### config.mk
export PLATFORM = sky130hd
export DESIGN_NAME = input_capture_frequency_meter_top
export DESIGN_NICKNAME = d
export VERILOG_FILES = /design/src/design/icfm_pkg.sv /design/src/design/input_capture_frequency_meter_top.sv /design/src/design/icfm_ctrl.sv /design/src/design/icfm_dp.sv
export SDC_FILE = /design/constraint.sdc
export NUM_CORES = 1
export LEC_CHECK = 0
export ABC_AREA = 1
export BUFFER_PORTS_ARGS = -buffer_cell sky130_fd_sc_hd__buf_2
export CORE_UTILIZATION = 53
export DETAILED_ROUTE_END_ITERATION = 16
export HOLD_SLACK_MARGIN = 0.15
export PLACE_DENSITY_LB_ADDON = 0.08
export SLEW_MARGIN = 20
export SYNTH_ARGS = -nofsm -noshare
export SYNTH_HDL_FRONTEND = slang
export SYNTH_SLANG_ARGS = --single-unit
### constraint.sdc
create_clock -name clk -period 3.3 [get_ports clk]
set_input_delay 0.66 -clock clk [delete_from_list [all_inputs] [get_ports clk]]
set_output_delay 0.66 -clock clk [all_outputs]
set_load 0.05 [all_outputs]
### src/design/icfm_pkg.sv
// Shared constants and controller/datapath interface types for the frequency meter.
// No dependencies; used by icfm_ctrl, icfm_dp and the top level.
package icfm_pkg;

	localparam int COUNTER_WIDTH_DEF = 16;
	localparam int CAP_W             = 16;
	localparam int FREQ_W            = 32;
	localparam int DIV_STEPS         = FREQ_W;
	localparam int STEP_W            = $clog2(DIV_STEPS);
	localparam logic [FREQ_W-1:0] CLOCK_HZ_RESET = 32'd48000000;

	typedef struct packed {
		logic load_first;
		logic start_div;
		logic step_div;
		logic set_result;
	} icfm_cmd_t;

	typedef struct packed {
		logic div_last;
		logic out_busy;
	} icfm_sts_t;

endpackage

### src/design/input_capture_frequency_meter_top.sv
// Input-capture frequency meter, top level.
// Channels: capture request in (in_valid/in_ready/capture_value), result request out
// (out_valid/out_ready/period_ticks/frequency_hz/zero_period), one config register clock_hz.
// Captures are paired: the first of a pair is stored and yields no result, the second
// yields period_ticks, frequency_hz = clock_hz / period and zero_period.
// Sequence: a first capture is only stored. A second capture runs a restoring divider that
// retires one quotient bit per cycle, then loads the result register, which raises
// out_valid. in_ready stays low from a second capture until the result register is
// loaded, so no new capture is accepted while a division is in progress.
// in_ready is high whenever the divider is idle, even while a result waits in the
// output register. If the receiver stalls with a result still held when the next
// division finishes, the block holds that quotient and keeps in_ready low until the
// output register frees up.
// Reset (arst_n low): clears pairing state, stored first capture and the output valid;
// clock_hz returns to 48000000. cfg_wr_en writes clock_hz at once; write it only while idle.
// Depends on icfm_pkg, icfm_ctrl and icfm_dp.
module input_capture_frequency_meter_top #(
	parameter int COUNTER_WIDTH = icfm_pkg::COUNTER_WIDTH_DEF
) (
	input  logic                         clk,
	input  logic                         arst_n,
	input  logic                         cfg_wr_en,
	input  logic [icfm_pkg::FREQ_W-1:0]  cfg_wr_data,
	input  logic                         in_valid,
	output logic                         in_ready,
	input  logic [icfm_pkg::CAP_W-1:0]   capture_value,
	output logic                         out_valid,
	input  logic                         out_ready,
	output logic [icfm_pkg::CAP_W-1:0]   period_ticks,
	output logic [icfm_pkg::FREQ_W-1:0]  frequency_hz,
	output logic                         zero_period
);

	icfm_pkg::icfm_cmd_t cmd;
	icfm_pkg::icfm_sts_t sts;

	icfm_ctrl u_ctrl (
		.clk      (clk),
		.arst_n   (arst_n),
		.in_valid (in_valid),
		.in_ready (in_ready),
		.sts      (sts),
		.cmd      (cmd)
	);

	icfm_dp #(
		.COUNTER_WIDTH (COUNTER_WIDTH)
	) u_dp (
		.clk           (clk),
		.arst_n        (arst_n),
		.cfg_wr_en     (cfg_wr_en),
		.cfg_wr_data   (cfg_wr_data),
		.capture_value (capture_value),
		.cmd           (cmd),
		.sts           (sts),
		.out_valid     (out_valid),
		.out_ready     (out_ready),
		.period_ticks  (period_ticks),
		.frequency_hz  (frequency_hz),
		.zero_period   (zero_period)
	);

endmodule

### src/design/icfm_ctrl.sv
// Controller for the frequency meter: capture pairing and divide sequencing.
// Depends on icfm_pkg.
module icfm_ctrl (
	input  logic                clk,
	input  logic                arst_n,
	input  logic                in_valid,
	output logic                in_ready,
	input  icfm_pkg::icfm_sts_t sts,
	output icfm_pkg::icfm_cmd_t cmd
);

	typedef enum logic [2:0] {
		ST_IDLE = 3'b001,
		ST_DIV  = 3'b010,
		ST_DONE = 3'b100
	} state_t;

	state_t state_q, state_d;
	logic   pending_q, pending_d;
	logic   in_req;

	assign in_ready = (state_q == ST_IDLE);
	assign in_req   = in_valid & in_ready;

	always_comb begin
		state_d   = state_q;
		pending_d = pending_q;
		cmd       = '0;
		unique case (state_q)
			ST_IDLE: begin
				if (in_req) begin
					if (!pending_q) begin
						cmd.load_first = 1'b1;
						pending_d      = 1'b1;
					end else begin
						cmd.start_div = 1'b1;
						pending_d     = 1'b0;
						state_d       = ST_DIV;
					end
				end
			end
			ST_DIV: begin
				cmd.step_div = 1'b1;
				if (sts.div_last) begin
					state_d = ST_DONE;
				end
			end
			ST_DONE: begin
				if (!sts.out_busy) begin
					cmd.set_result = 1'b1;
					state_d        = ST_IDLE;
				end
			end
			default: begin
				state_d = ST_IDLE;
			end
		endcase
	end

	always_ff @(posedge clk or negedge arst_n) begin
		if (!arst_n) begin
			state_q   <= ST_IDLE;
			pending_q <= 1'b0;
		end else begin
			state_q   <= state_d;
			pending_q <= pending_d;
		end
	end

endmodule

### src/design/icfm_dp.sv
// Datapath for the frequency meter: first capture, period, restoring divider, result register.
// Depends on icfm_pkg.
module icfm_dp #(
	parameter int COUNTER_WIDTH = icfm_pkg::COUNTER_WIDTH_DEF
) (
	input  logic                              clk,
	input  logic                              arst_n,
	input  logic                              cfg_wr_en,
	input  logic [icfm_pkg::FREQ_W-1:0]       cfg_wr_data,
	input  logic [icfm_pkg::CAP_W-1:0]        capture_value,
	input  icfm_pkg::icfm_cmd_t               cmd,
	output icfm_pkg::icfm_sts_t               sts,
	output logic                              out_valid,
	input  logic                              out_ready,
	output logic [icfm_pkg::CAP_W-1:0]        period_ticks,
	output logic [icfm_pkg::FREQ_W-1:0]       frequency_hz,
	output logic                              zero_period
);

	localparam int CW = COUNTER_WIDTH;
	localparam int FW = icfm_pkg::FREQ_W;
	localparam int PW = icfm_pkg::CAP_W;
	localparam int SW = icfm_pkg::STEP_W;

	logic [FW-1:0] clock_hz_q;
	logic [CW-1:0] first_q;
	logic [CW-1:0] period_q;
	logic [CW-1:0] rem_q;
	logic [FW-1:0] quo_q;
	logic [SW-1:0] step_q;
	logic          out_valid_q;
	logic [PW-1:0] period_out_q;
	logic [FW-1:0] freq_out_q;
	logic          zero_out_q;

	logic [CW-1:0] cap;
	logic [CW-1:0] diff;
	logic [CW-1:0] period_d;
	logic [PW-1:0] period_trunc;
	logic [CW:0]   trial;
	logic [CW:0]   trial_sub;
	logic          trial_ge;
	logic          period_zero;

	if (CW >= PW) begin : g_wide
		assign cap          = CW'(capture_value);
		assign period_trunc = period_q[PW-1:0];
	end else begin : g_narrow
		assign cap          = capture_value[CW-1:0];
		assign period_trunc = PW'(period_q);
	end

	// wrap: (max - first) + cap == cap - first - 1 modulo 2^CW
	assign diff     = cap - first_q;
	assign period_d = (cap < first_q) ? (diff - CW'(1)) : diff;

	assign trial       = {rem_q, quo_q[FW-1]};
	assign trial_sub   = trial - {1'b0, period_q};
	assign trial_ge    = (trial >= {1'b0, period_q});
	assign period_zero = (period_q == '0);

	assign sts.div_last = (step_q == SW'(icfm_pkg::DIV_STEPS - 1));
	assign sts.out_busy = out_valid_q & ~out_ready;

	always_ff @(posedge clk or negedge arst_n) begin
		if (!arst_n) begin
			clock_hz_q <= icfm_pkg::CLOCK_HZ_RESET;
		end else if (cfg_wr_en) begin
			clock_hz_q <= cfg_wr_data;
		end
	end

	always_ff @(posedge clk or negedge arst_n) begin
		if (!arst_n) begin
			first_q <= '0;
		end else if (cmd.load_first) begin
			first_q <= cap;
		end
	end

	always_ff @(posedge clk) begin
		if (cmd.start_div) begin
			period_q <= period_d;
			rem_q    <= '0;
			quo_q    <= clock_hz_q;
		end else if (cmd.step_div) begin
			rem_q <= trial_ge ? trial_sub[CW-1:0] : trial[CW-1:0];
			quo_q <= {quo_q[FW-2:0], trial_ge};
		end
	end

	always_ff @(posedge clk or negedge arst_n) begin
		if (!arst_n) begin
			step_q <= '0;
		end else if (cmd.start_div) begin
			step_q <= '0;
		end else if (cmd.step_div) begin
			step_q <= step_q + SW'(1);
		end
	end

	always_ff @(posedge clk or negedge arst_n) begin
		if (!arst_n) begin
			out_valid_q <= 1'b0;
		end else if (cmd.set_result) begin
			out_valid_q <= 1'b1;
		end else if (out_ready) begin
			out_valid_q <= 1'b0;
		end
	end

	always_ff @(posedge clk) begin
		if (cmd.set_result) begin
			period_out_q <= period_trunc;
			freq_out_q   <= period_zero ? '0 : quo_q;
			zero_out_q   <= period_zero;
		end
	end

	assign out_valid    = out_valid_q;
	assign period_ticks = period_out_q;
	assign frequency_hz = freq_out_q;
	assign zero_period  = zero_out_q;

endmodule

-- Word level (Yosys, flattened, before mapping)
Cells that the tools add are included.
- add/subtract/negate cells: 4
- order comparisons: 2
- equality and inequality tests: 8
- muxes and demuxes: 20
- bitwise logic cells: 3
- reductions and logical operators: 5
- operator list (operator ; count):
    $mux 32 ; 2
    $mux 16 ; 2
    $sub 16x16->16 ; 2
    $ge 17x16->1 ; 1
    $logic_not 16->1 ; 1
    $lt 16x16->1 ; 1
    $sub 16x1->16 const B ; 1
    $mux 3 ; 4
    $mux 5 ; 2
    $pmux 3 s3 ; 1
    $ne 2x2->1 const B ; 4
    $mux 1 ; 7
    $add 5x1->5 const B ; 1
    $eq 5x5->1 const B ; 1
    $mux 2 ; 2
    $reduce_and 4->1 ; 1
    $reduce_bool 2->1 ; 2
    $eq 3x1->1 const B ; 1
    $eq 3x2->1 const B ; 1
    $eq 3x3->1 const B ; 1
    $and 1x1->1 ; 2
    $reduce_and 2->1 ; 1
    $not 1->1 ; 1
- register bits after elaboration: 171
- bits of input ports: 53
- output and inout port bits: 51
- logic and storage cells: 54

-- Longest topological paths before layout
Gate-level depths: netlist of run 1.
- depth after elaboration: 5
- mapped depth: 18

-- Hierarchy
Synthesis of run 1 repeated with hierarchy kept, for this count alone.
- cell total of the unflattened synthesis: 995
- area total of the unflattened synthesis: 8982.4 µm²
- by module, submodules not included (module ; instances ; cells an instance ; area each (µm²)):
    icfm_dp ; 1 ; 964 ; 8742.1
    icfm_ctrl ; 1 ; 31 ; 240.2

-- Worst setup path before layout of run 1
No wires, ideal clock.
- kind: register to register
- from: register u_dp.out_valid_q (netlist: u_dp.out_valid)
- to: register u_dp.freq_out_q[0] (netlist: u_dp.frequency_hz[0]) (enable)
- setup time: 0.456 ns
- arrival time: 2.792 ns
- required time: 2.844 ns
- slack: 0.053 ns
- cell stages (with the launch flop): 4
- path through: dfrtp_1 > inv_1 > nor2_1 > nor2_1
- RTL lines (element ; RTL line ; text):
    start: declaration ; icfm_dp.sv:31 ; logic out_valid_q;
    start signal: assignment ; icfm_dp.sv:104 ; out_valid_q <= 1'b0;
    start signal: assignment ; icfm_dp.sv:106 ; out_valid_q <= 1'b1;
    start signal: assignment ; icfm_dp.sv:108 ; out_valid_q <= 1'b0;
    end signal: assignment ; icfm_dp.sv:115 ; freq_out_q <= period_zero ? '0 : quo_q;
    end: declaration ; icfm_dp.sv:33 ; logic [FW-1:0] freq_out_q;

-- Worst setup path after layout of run 1
- from: register u_dp.period_q[6]
- to: register u_dp.rem_q[9]
- longest elaborated chain between the ends: 2
- ends and longest elaborated chain (element ; RTL line ; text):
    start: declaration ; icfm_dp.sv:27 ; logic [CW-1:0] period_q;
    start signal: assignment ; icfm_dp.sv:83 ; period_q <= period_d;
    $sub 16x16->16 / $ge 17x16->1 (equally long branches) ; icfm_dp.sv:58, icfm_dp.sv:59 ;
    $mux 16 (*) ; icfm_dp.sv:87 ; rem_q <= trial_ge ? trial_sub[CW-1:0] : trial[CW-1:0];
    end signal: assignment ; icfm_dp.sv:87 ;
    end: declaration ; icfm_dp.sv:28 ; logic [CW-1:0] rem_q;
Every way passes the cells marked *; elsewhere a longest branch is shown, timed or not.
A chain may end at the register's enable or synchronous reset.

==> key figures, run 1 <==
Placed design
  • Detail Placement HPWL: around 13,000 um
  • Placed Area: 9680 sq um
  • Buffers added on ports: 103
  • Gpl congestion: just over 0.9

Clock tree
  • Latest clock arrival within the worst-skew pair: 0.43 ns
  • Hold buffers post-CTS: 1
  • Setup bufs post-CTS: 0
  • Max Buffers Root-to-Sink: 2
  • H-Tree Depth: 4
  • Post-CTS sizing: 0
  • Clock Sinks: roughly 170
  • CTS buffer count: 17
  • CTS Root Cell: clkbuf_16
  • CTS clk-pin slew, worst paths: 0.07 ns
  • CTS tree: yes

Critical path
  • Crit path cell chain: inv_1, ha_1, a21oi_1, o21ai_0, a21oi_1, nand2_1, nand2_1, nand2_2, inv_2, nand2_1, nand3_1, nand2_1
  • WP data arrival: 2.86 ns
  • Maximum fanout along the worst path: 25
  • Setup slack, reg-to-reg: around 0.76 ns
  • Worst setup path start: u_dp.period_q[6]
  • Crit Path Category: register to register
  • Crit-path max cell delay: around 0.40 ns
  • Most used cell, CP: nand2_1
  • Required @ worst endpoint: 3.62 ns
  • FF-to-FF path depth: 12
  • Crit path capture type: register
  • Critical R2R Launch: u_dp.period_q[6]
  • Slowest CP cell: edfxtp_1
  • CP startpoint kind: register
  • Critical R2R Capture: u_dp.rem_q[9]
  • Crit path to: u_dp.rem_q[9]

Yosys
  • Post-synthesis cell type count: 44
  • Syn_nets: 1,080
  • Xor/xnor cell area share of the yosys netlist: 0.0186
  • Synth Area in Simple Gates: 0.212
  • Avg Cell Area, Syn: 9.03 sq um
  • Share of the synthesized area in the top cell type: 0.326
  • Post-synthesis cell type with the largest combined area: edfxtp_1
  • Flip-flop and latch count after synthesis: 171
  • Synth warn: 0
  • Mapped Area: between 8000 and 9000 sq um
  • Post-synthesis mux area share: 0.0402
  • Synth Area in Compound Gates: 0.0687
  • Post-synthesis cell count: 990
  • Sequential area share after synthesis: 0.525
  • Main combinational cell family by area after synthesis: simple AND/OR/NAND/NOR gates
  • Post-synthesis adder-cell area fraction: 0.0534
  • Top cells by area, synth: edfxtp_1, dfrtp_1, nand2_1, inv_1, ha_1

Global route
  • Global-route usage over all layers: 0.215
  • Vias in the first global route: 6,121
  • Number of antenna violations at the first check in global routing: 1
  • Pin count of the biggest net entering global routing: 82
  • First-pass GRT wire length: 29,500 um
  • Global route overflow: 0

Timing
  • Slew Limit Fails: 0
  • TNS Setup: 0 ns
  • Final min period: 2.54 ns
  • Final setup violation count: 0
  • Final hold violations: 0
  • Clock skew: 0.0130 ns
  • Final worst-path cycle share: 0.769
  • Worst hold slack: 0.431 ns
  • Rel. slew slack: 0.505
  • Fmax: 394 MHz
  • Least-Margin Pin Slew: ~0.74 ns
  • RSZ-0062 raised after global routing: false

Hold path
  • Worst min path class: primary input to register
  • Min-delay src: out_ready

Floorplanning
  • Die area: 17,400 sq um
  • Die Width: between 100 and 150 um
  • # IOs: 104
  • Initial Util: 0.541
  • Core Region: 16,500 sq um
  • Rows: between 40 and 50
  • Die height: roughly 130 um

Routing
  • Final wirelength: 17,200 um
  • Final ANT Viol Nets: 0
  • Drt wl/cell: 13.0 um
  • DRT iter0 DRCs: 436
  • Via density: 4.90
  • Residual DRC count: 0
  • Via count: 6,500
  • 1st-pass router iterations: 4

Power and ir drop
  • Sw Ratio: 0.409
  • PwrDens: 891 nW/um^2
  • Leak: 4.83 nW
  • Worst vdd ir: just over 0.5 mV
  • Gate power share: 0.439
  • P_sw: between 0.003 and 0.004 W
  • Clock power frac: 0.211
  • Int Pwr: about 0.0054 W
  • Share of power burned in registers: 0.350

Cells and area
  • Layout cells sized above 1: 0.210
  • Design area: about 10,000 sq um
  • Most frequent cells in the layout: nand2_1, inv_1, buf_2
  • Filler instances: 1,450
  • Antenna cell count: 0
  • Final nets: 1,184
  • Commonest non-fill, non-tap cell in the layout: nand2_1
  • Area delta synth->final: 14.7%

Outcome
  • Status: complete, no violations

Job
  • MaxCap Viol Count: 0
## cell usage after synthesis
| library cell | count |
|---|---|
| xor2_1 | 11 |
| buf_1 | 1 |
| a22o_1 | 2 |
| buf_4 | 1 |
| dfstp_2 | 11 |
| o31ai_1 | 2 |
| nor3_1 | 6 |
| xnor2_1 | 8 |
| a21oi_1 | 41 |
| o21ai_0 | 48 |
| dfxtp_1 | 16 |
| a21oi_2 | 2 |
| fa_1 | 2 |
| a31oi_1 | 1 |
| a21oi_4 | 1 |
| nand4_1 | 12 |
| nor2_4 | 3 |
| nand3b_1 | 1 |
| nor2_2 | 8 |
| mux2i_1 | 1 |
| edfxtp_1 | 97 |
| clkbuf_1 | 11 |
| buf_6 | 3 |
| a21o_1 | 1 |
| nor2_1 | 87 |
| buf_2 | 9 |
| inv_1 | 152 |
| or2_2 | 2 |
| nand2_2 | 15 |
| inv_2 | 7 |
| dfrtp_1 | 47 |
| o21a_1 | 3 |
| and2_1 | 2 |
| nand3_2 | 7 |
| and2_4 | 1 |
| nand2_1 | 242 |
| o21ai_1 | 5 |
| nor4_2 | 1 |
| o21ai_2 | 3 |
| mux2_2 | 31 |
| nand3_1 | 48 |
| nor3_4 | 1 |
| ha_1 | 35 |
| o21bai_1 | 2 |
## per-stage QoR
step	utilization	setup slack, ns	cells	total power [W]
3_3_place_gp	0.586	0.441	1294	0.00720
4_1_cts	0.621	0.772	1327	0.00922
5_1_grt	0.621	0.484	1327	0.00994
3_5_place_dp	0.586	0.354	1294	0.00725
2_1_floorplan	-	0.0526	990	0.00646
6_report	0.621	0.762	1327	0.00914
## critical path: cells and delay by family (launching register included)
kind	cells	cell delay [ns]
AOI/OAI and AO/OA	3	0.57
buffers and inverters	2	0.44
and+or+nand+nor	6	0.71
adders and majority gates	1	0.29
DFF	1	0.40
## layer usage
metal	routed length, um	vias up	track usage
li1	-	3405	-
met3	647	21	0.0431
met1	8270	2962	0.292
met4	230	2	0.0698
met5	10	-	0
met2	8040	110	0.346
## cell type report
| class | count | area [sq um] | share of cell area |
|---|---|---|---|
| sequential | 171 | 4700 | 0.458 |
| timing repair buffer | 110 | 583 | 0.0568 |
| inverter | 159 | 597 | 0.0582 |
| clock buffer | 18 | 429 | 0.0418 |
| clock inverter | 14 | 134 | 0.0131 |
| tap | 220 | 275 | 0.0268 |
| multi-input combinational | 635 | 3540 | 0.345 |
## power by group through the flow
stage	Combinational (W)	Sequential, W	Clock, W
2_1_floorplan	0.00328	0.00319	0
3_3_place_gp	0.00396	0.00323	0
3_5_place_dp	0.00401	0.00324	0
4_1_cts	0.00404	0.00320	0.00198
5_1_grt	0.00463	0.00325	0.00205
6_report	0.00401	0.00320	0.00193
## flip-flops by register name, indices dropped and copies added, names as in the netlist
register / flops
u_dp.quo_q: 32
u_dp.frequency_hz: 32
u_dp.first_q: 16
u_dp.period_q: 16
u_dp.step_q: 5
u_dp.clock_hz_q: 32
u_dp.period_ticks: 16
u_dp.rem_q: 16
u_dp.out_valid: 1
u_ctrl.pending_q: 1
u_dp.zero_period: 1
u_ctrl.state_q: 3
## logic make-up after synthesis
kind of cell,count (synthesis)
simple gates,436
buf+inv,184
flops,171
compound gates,111
fa+ha+maj,37
mux,32
xor+xnor,19
## worst min path at each step
stage                                end  cells after the start
detailed placement  u_dp.period_ticks[4]                      0
CTS                   u_dp.clock_hz_q[0]                      3
finish                    u_dp.out_valid                      2
floorplan               u_ctrl.pending_q                      0
global route          u_dp.clock_hz_q[0]                      3
global placement    u_dp.period_ticks[4]                      0
(Power assumes the default switching activity.)
==> run 2: changes to the inputs <==
--- a/config.mk
+++ b/config.mk
@@ -5,7 +5,7 @@
 export SDC_FILE = /design/constraint.sdc
 export NUM_CORES = 1
 export LEC_CHECK = 0
-export ABC_AREA = 1
+export ABC_AREA = 0
 export BUFFER_PORTS_ARGS = -buffer_cell sky130_fd_sc_hd__buf_2
 export CORE_UTILIZATION = 53
 export DETAILED_ROUTE_END_ITERATION = 16
==> constraint.sdc (replaced) <==
create_clock -name clk -period 2.1 [get_ports clk]
set_input_delay 0.42 -clock clk [delete_from_list [all_inputs] [get_ports clk]]
set_output_delay 0.42 -clock clk [all_outputs]
set_load 0.05 [all_outputs]
==> run 2 against run 1 <==
The flow now finishes with violations (negative setup slack). Register-to-register slack worse by 1.4 ns. Combinational power grew 64%. Design area is 8.8% higher. Global-route usage is 2.3 points higher. Wire length grew 5.8%. Clock power increased by 66%.
==> key figures, run 2 <==
Clock tree
  • CTS Root Cell: clkbuf_16 (unchanged)
  • CTS tree: yes (unchanged)
  • Clock Sinks: 171 (unchanged)
  • Max Buffers Root-to-Sink: 2 (unchanged)
  • H-Tree Depth: 4 (unchanged)
  • CTS buffer count: 17 (unchanged)
  • CTS clk-pin slew, worst paths: 0.07 ns (about the same)
  • Latest clock arrival within the worst-skew pair: 0.42 ns (was 0.43 ns)

Critical path
  • Setup slack, reg-to-reg: -0.65 ns (was 0.76 ns)
  • FF-to-FF path depth: 10 (was 12)
  • Worst setup path start: u_dp.first_q[0] (was u_dp.period_q[6])
  • Crit Path Category: register to register (unchanged)
  • WP data arrival: 2.92 ns (was 2.86 ns)
  • Crit-path max cell delay: 0.40 ns (about the same)
  • Crit path capture type: register (unchanged)
  • Crit path to: u_dp.period_q[15] (was u_dp.rem_q[9])
  • Required @ worst endpoint: 2.27 ns (was 3.62 ns)
  • Maximum fanout along the worst path: 5 (was 25)
  • CP startpoint kind: register (unchanged)
  • Critical R2R Capture: u_dp.period_q[15] (was u_dp.rem_q[9])
  • Critical R2R Launch: u_dp.first_q[0] (was u_dp.period_q[6])
  • Slowest CP cell: dfrtp_1 (was edfxtp_1)
  • Crit path cell chain: ha_4, fa_2, nand2b_4, a21oi_4, o221a_1, nor2_2, xor2_2, nand3_2, nor4_4, xnor2_1 (was inv_1, ha_1, a21oi_1, o21ai_0, a21oi_1, nand2_1, nand2_1, nand2_2, inv_2, nand2_1, nand3_1, nand2_1)

Cells and area
  • Final nets: 1,084 (was 1,184)
  • Commonest non-fill, non-tap cell in the layout: nand2_1 (unchanged)
  • Filler instances: 1,122 (was 1,450)
  • Layout cells sized above 1: 0.382 (was 0.210)
  • Final non-filler cell total: 1,218 (was 1,327)
  • Most frequent cells in the layout: nand2_1, buf_4, buf_2 (was nand2_1, inv_1, buf_2)
  • Antenna cell count: 0 (unchanged)
  • Area delta synth->final: 32.6% (was 14.7%)

Global route
  • Vias in the first global route: 6,359 (was 6,121)
  • Global-route usage over all layers: 0.237 (was 0.215)
  • Pin count of the biggest net entering global routing: 47 (was 82)
  • Global route overflow: 0 (unchanged)
  • First-pass GRT wire length: 30,100 um (was 29,500 um)
  • Number of antenna violations at the first check in global routing: 0 (was 1)

Power and ir drop
  • Leak: 4.83 nW (about the same)
  • Tot Pwr: 0.0147 W (was 0.00914 W)
  • PwrDens: 1320 nW/um^2 (was 891 nW/um^2)
  • Worst vdd ir: 0.780 mV (was 0.511 mV)

Timing
  • Worst hold slack: 0.221 ns (was 0.431 ns)
  • Clock skew: 0.00848 ns (was 0.0130 ns)
  • Final min period: 2.75 ns (was 2.54 ns)
  • RSZ-0062 raised after global routing: true (was false)
  • Least-Margin Pin Slew: 0.580 ns (was 0.742 ns)
  • Final worst-path cycle share: 1.31 (was 0.769)
  • Final hold violations: 0 (unchanged)
  • Fmax: 363 MHz (was 394 MHz)
  • Slew Limit Fails: 0 (unchanged)
  • Final setup violation count: 33 (was 0)
  • Final worst slack: -0.654 ns (was 0.762 ns)
  • Rel. slew slack: 0.613 (was 0.505)
  • TNS Setup: -15.52 ns (was 0 ns)

Yosys
  • Post-synth ARST share: 0.339 (unchanged)
  • Avg Cell Area, Syn: 11.1 sq um (was 9.03 sq um)
  • Syn_nets: 849 (was 1,080)
  • Top cells by area, synth: edfxtp_1, dfrtp_1, nand2_1, ha_1, mux2_2 (was edfxtp_1, dfrtp_1, nand2_1, inv_1, ha_1)
  • Post-synthesis cell count: 759 (was 990)
  • Post-synthesis cell type count: 65 (was 44)
  • Post-synthesis cell type with the largest combined area: edfxtp_1 (unchanged)
  • Flip-flop and latch count after synthesis: 171 (unchanged)
  • Mapped Area: 8410 sq um (was 8940 sq um)
  • EDFF count, synth: 97 (unchanged)
  • Ys flop type: edfxtp_1 (unchanged)
  • Post-synth top cells: nand2_1, edfxtp_1, dfrtp_1 (was nand2_1, inv_1, edfxtp_1)
  • Sequential area share after synthesis: 0.558 (was 0.525)
  • Synth warn: 0 (unchanged)
  • Most instantiated library cell after synthesis: nand2_1 (unchanged)
  • Share of the synthesized area in the top cell type: 0.346 (was 0.326)

Placed design
  • Detail Placement HPWL: 12,800 um (was 12,500 um)
  • Buffers added on ports: 103 (unchanged)
  • Placed instance count: 1,172 (was 1,294)
  • Gpl congestion: 0.830 (was 0.907)

Hold path
  • Min-delay src: capture_value[10] (was out_ready)
  • Worst min path class: primary input to register (unchanged)

Routing
  • Via count: 6,319 (was 6,500)
  • Via density: 5.19 (was 4.90)
  • Final wirelength: 18,200 um (was 17,200 um)
  • Final ANT Viol Nets: 0 (unchanged)
  • Residual DRC count: 0 (unchanged)
  • 1st-pass router iterations: 4 (unchanged)
  • DRT iter0 DRCs: 363 (was 436)
  • Drt wl/cell: 14.9 um (was 13.0 um)

Floorplanning
  • Die area: 16,400 sq um (was 17,400 sq um)
  • Core Region: 15,400 sq um (was 16,500 sq um)
  • Die height: 128 um (was 132 um)
  • Initial Util: 0.547 (was 0.541)
  • Rows: 45 (was 47)
  • # IOs: 104 (unchanged)
  • Die Width: 128 um (was 132 um)

Job
  • MaxCap Viol Count: 0 (unchanged)

Outcome
  • Failing checks: negative setup slack
  • Status: finished with violations (was complete, no violations)
[run 2: worst min-delay path by stage]
stage / depth (start not counted) / to / slack, ns
floorplan: 0 / u_ctrl.pending_q / 0.12
global placement: 1 / u_dp.first_q[12] / 0.34
detailed placement: 1 / u_dp.first_q[11] / 0.35
CTS: 3 / u_dp.first_q[10] / 0.20
global route: 2 / u_dp.clock_hz_q[17] / 0.21
finish: 3 / u_dp.first_q[10] / 0.22
[run 2: kinds of logic (layout without fill, tap and decap cells)]
| kind of cell | count (synthesis) | after routing | share of synthesized area |
|---|---|---|---|
| simple gates | 285 | 285 | 0.160 |
| flops | 171 | 171 | 0.558 |
| compound gates | 108 | 108 | 0.0855 |
| buf+inv | 69 | 317 | 0.0327 |
| mux | 51 | 51 | 0.0659 |
| xor+xnor | 38 | 38 | 0.0404 |
| fa+ha+maj | 37 | 37 | 0.0568 |
[run 2: routing by layer]
| layer | track usage | routed length [um] | share of wire | vias to the layer above |
|---|---|---|---|---|
| met3 | 0.0384 | 548 | 0.030 | 19 |
| met4 | 0.0768 | 209 | 0.011 | 0 |
| met2 | 0.414 | 9170 | 0.50 | 125 |
| li1 | - | - | - | 3123 |
| met1 | 0.302 | 8270 | 0.45 | 3052 |
| met5 | 0 | 0 | 0 | - |
[run 2: what timing repair did]
action	in CTS	in global routing
hold endpoints to repair	12	0
gates resized for setup	28	31
setup endpoints to repair	33	35
hold buffers	1	0
gates cloned	1	0
setup buffers	9	10
pin swaps	12	29
[run 2: metrics by stage]
| step | cell area (sq um) | util | worst slack, ns |
|---|---|---|---|
| final | 11200 | 0.726 | -0.654 |
| after detailed placement | 10200 | 0.663 | -0.894 |
| after CTS | 11000 | 0.717 | -0.622 |
| after global placement | 10200 | 0.663 | -0.786 |
| after global routing | 11200 | 0.726 | -0.783 |
| after floorplan | 8550 | - | -0.604 |
[run 2: layout make-up]
class,instances,area [sq um],area share
clock buffer,18,429,0.0385
timing repair buffer,242,1650,0.148
inverter,43,178,0.0159
sequential,171,4700,0.421
clock inverter,14,180,0.0161
tap,211,264,0.0237
multi-input combinational,519,3760,0.337
[run 2: critical path: cells and delay by family, from the launching register on]
kind	cells	cell delay [ns]
and+or+nand+nor	4	0.71
adders and majority gates	2	0.55
AOI/OAI and AO/OA	2	0.51
DFF	1	0.40
xor gates and xnor gates	2	0.32
[run 2: report_power, final]
group	internal (W)	total, W	switching (W)
Sequential	0.00461	0.00495	0.000340
Clock	0.00181	0.00320	0.00140
Combinational	0.00316	0.00656	0.00339
Total	0.00958	0.0147	0.00513
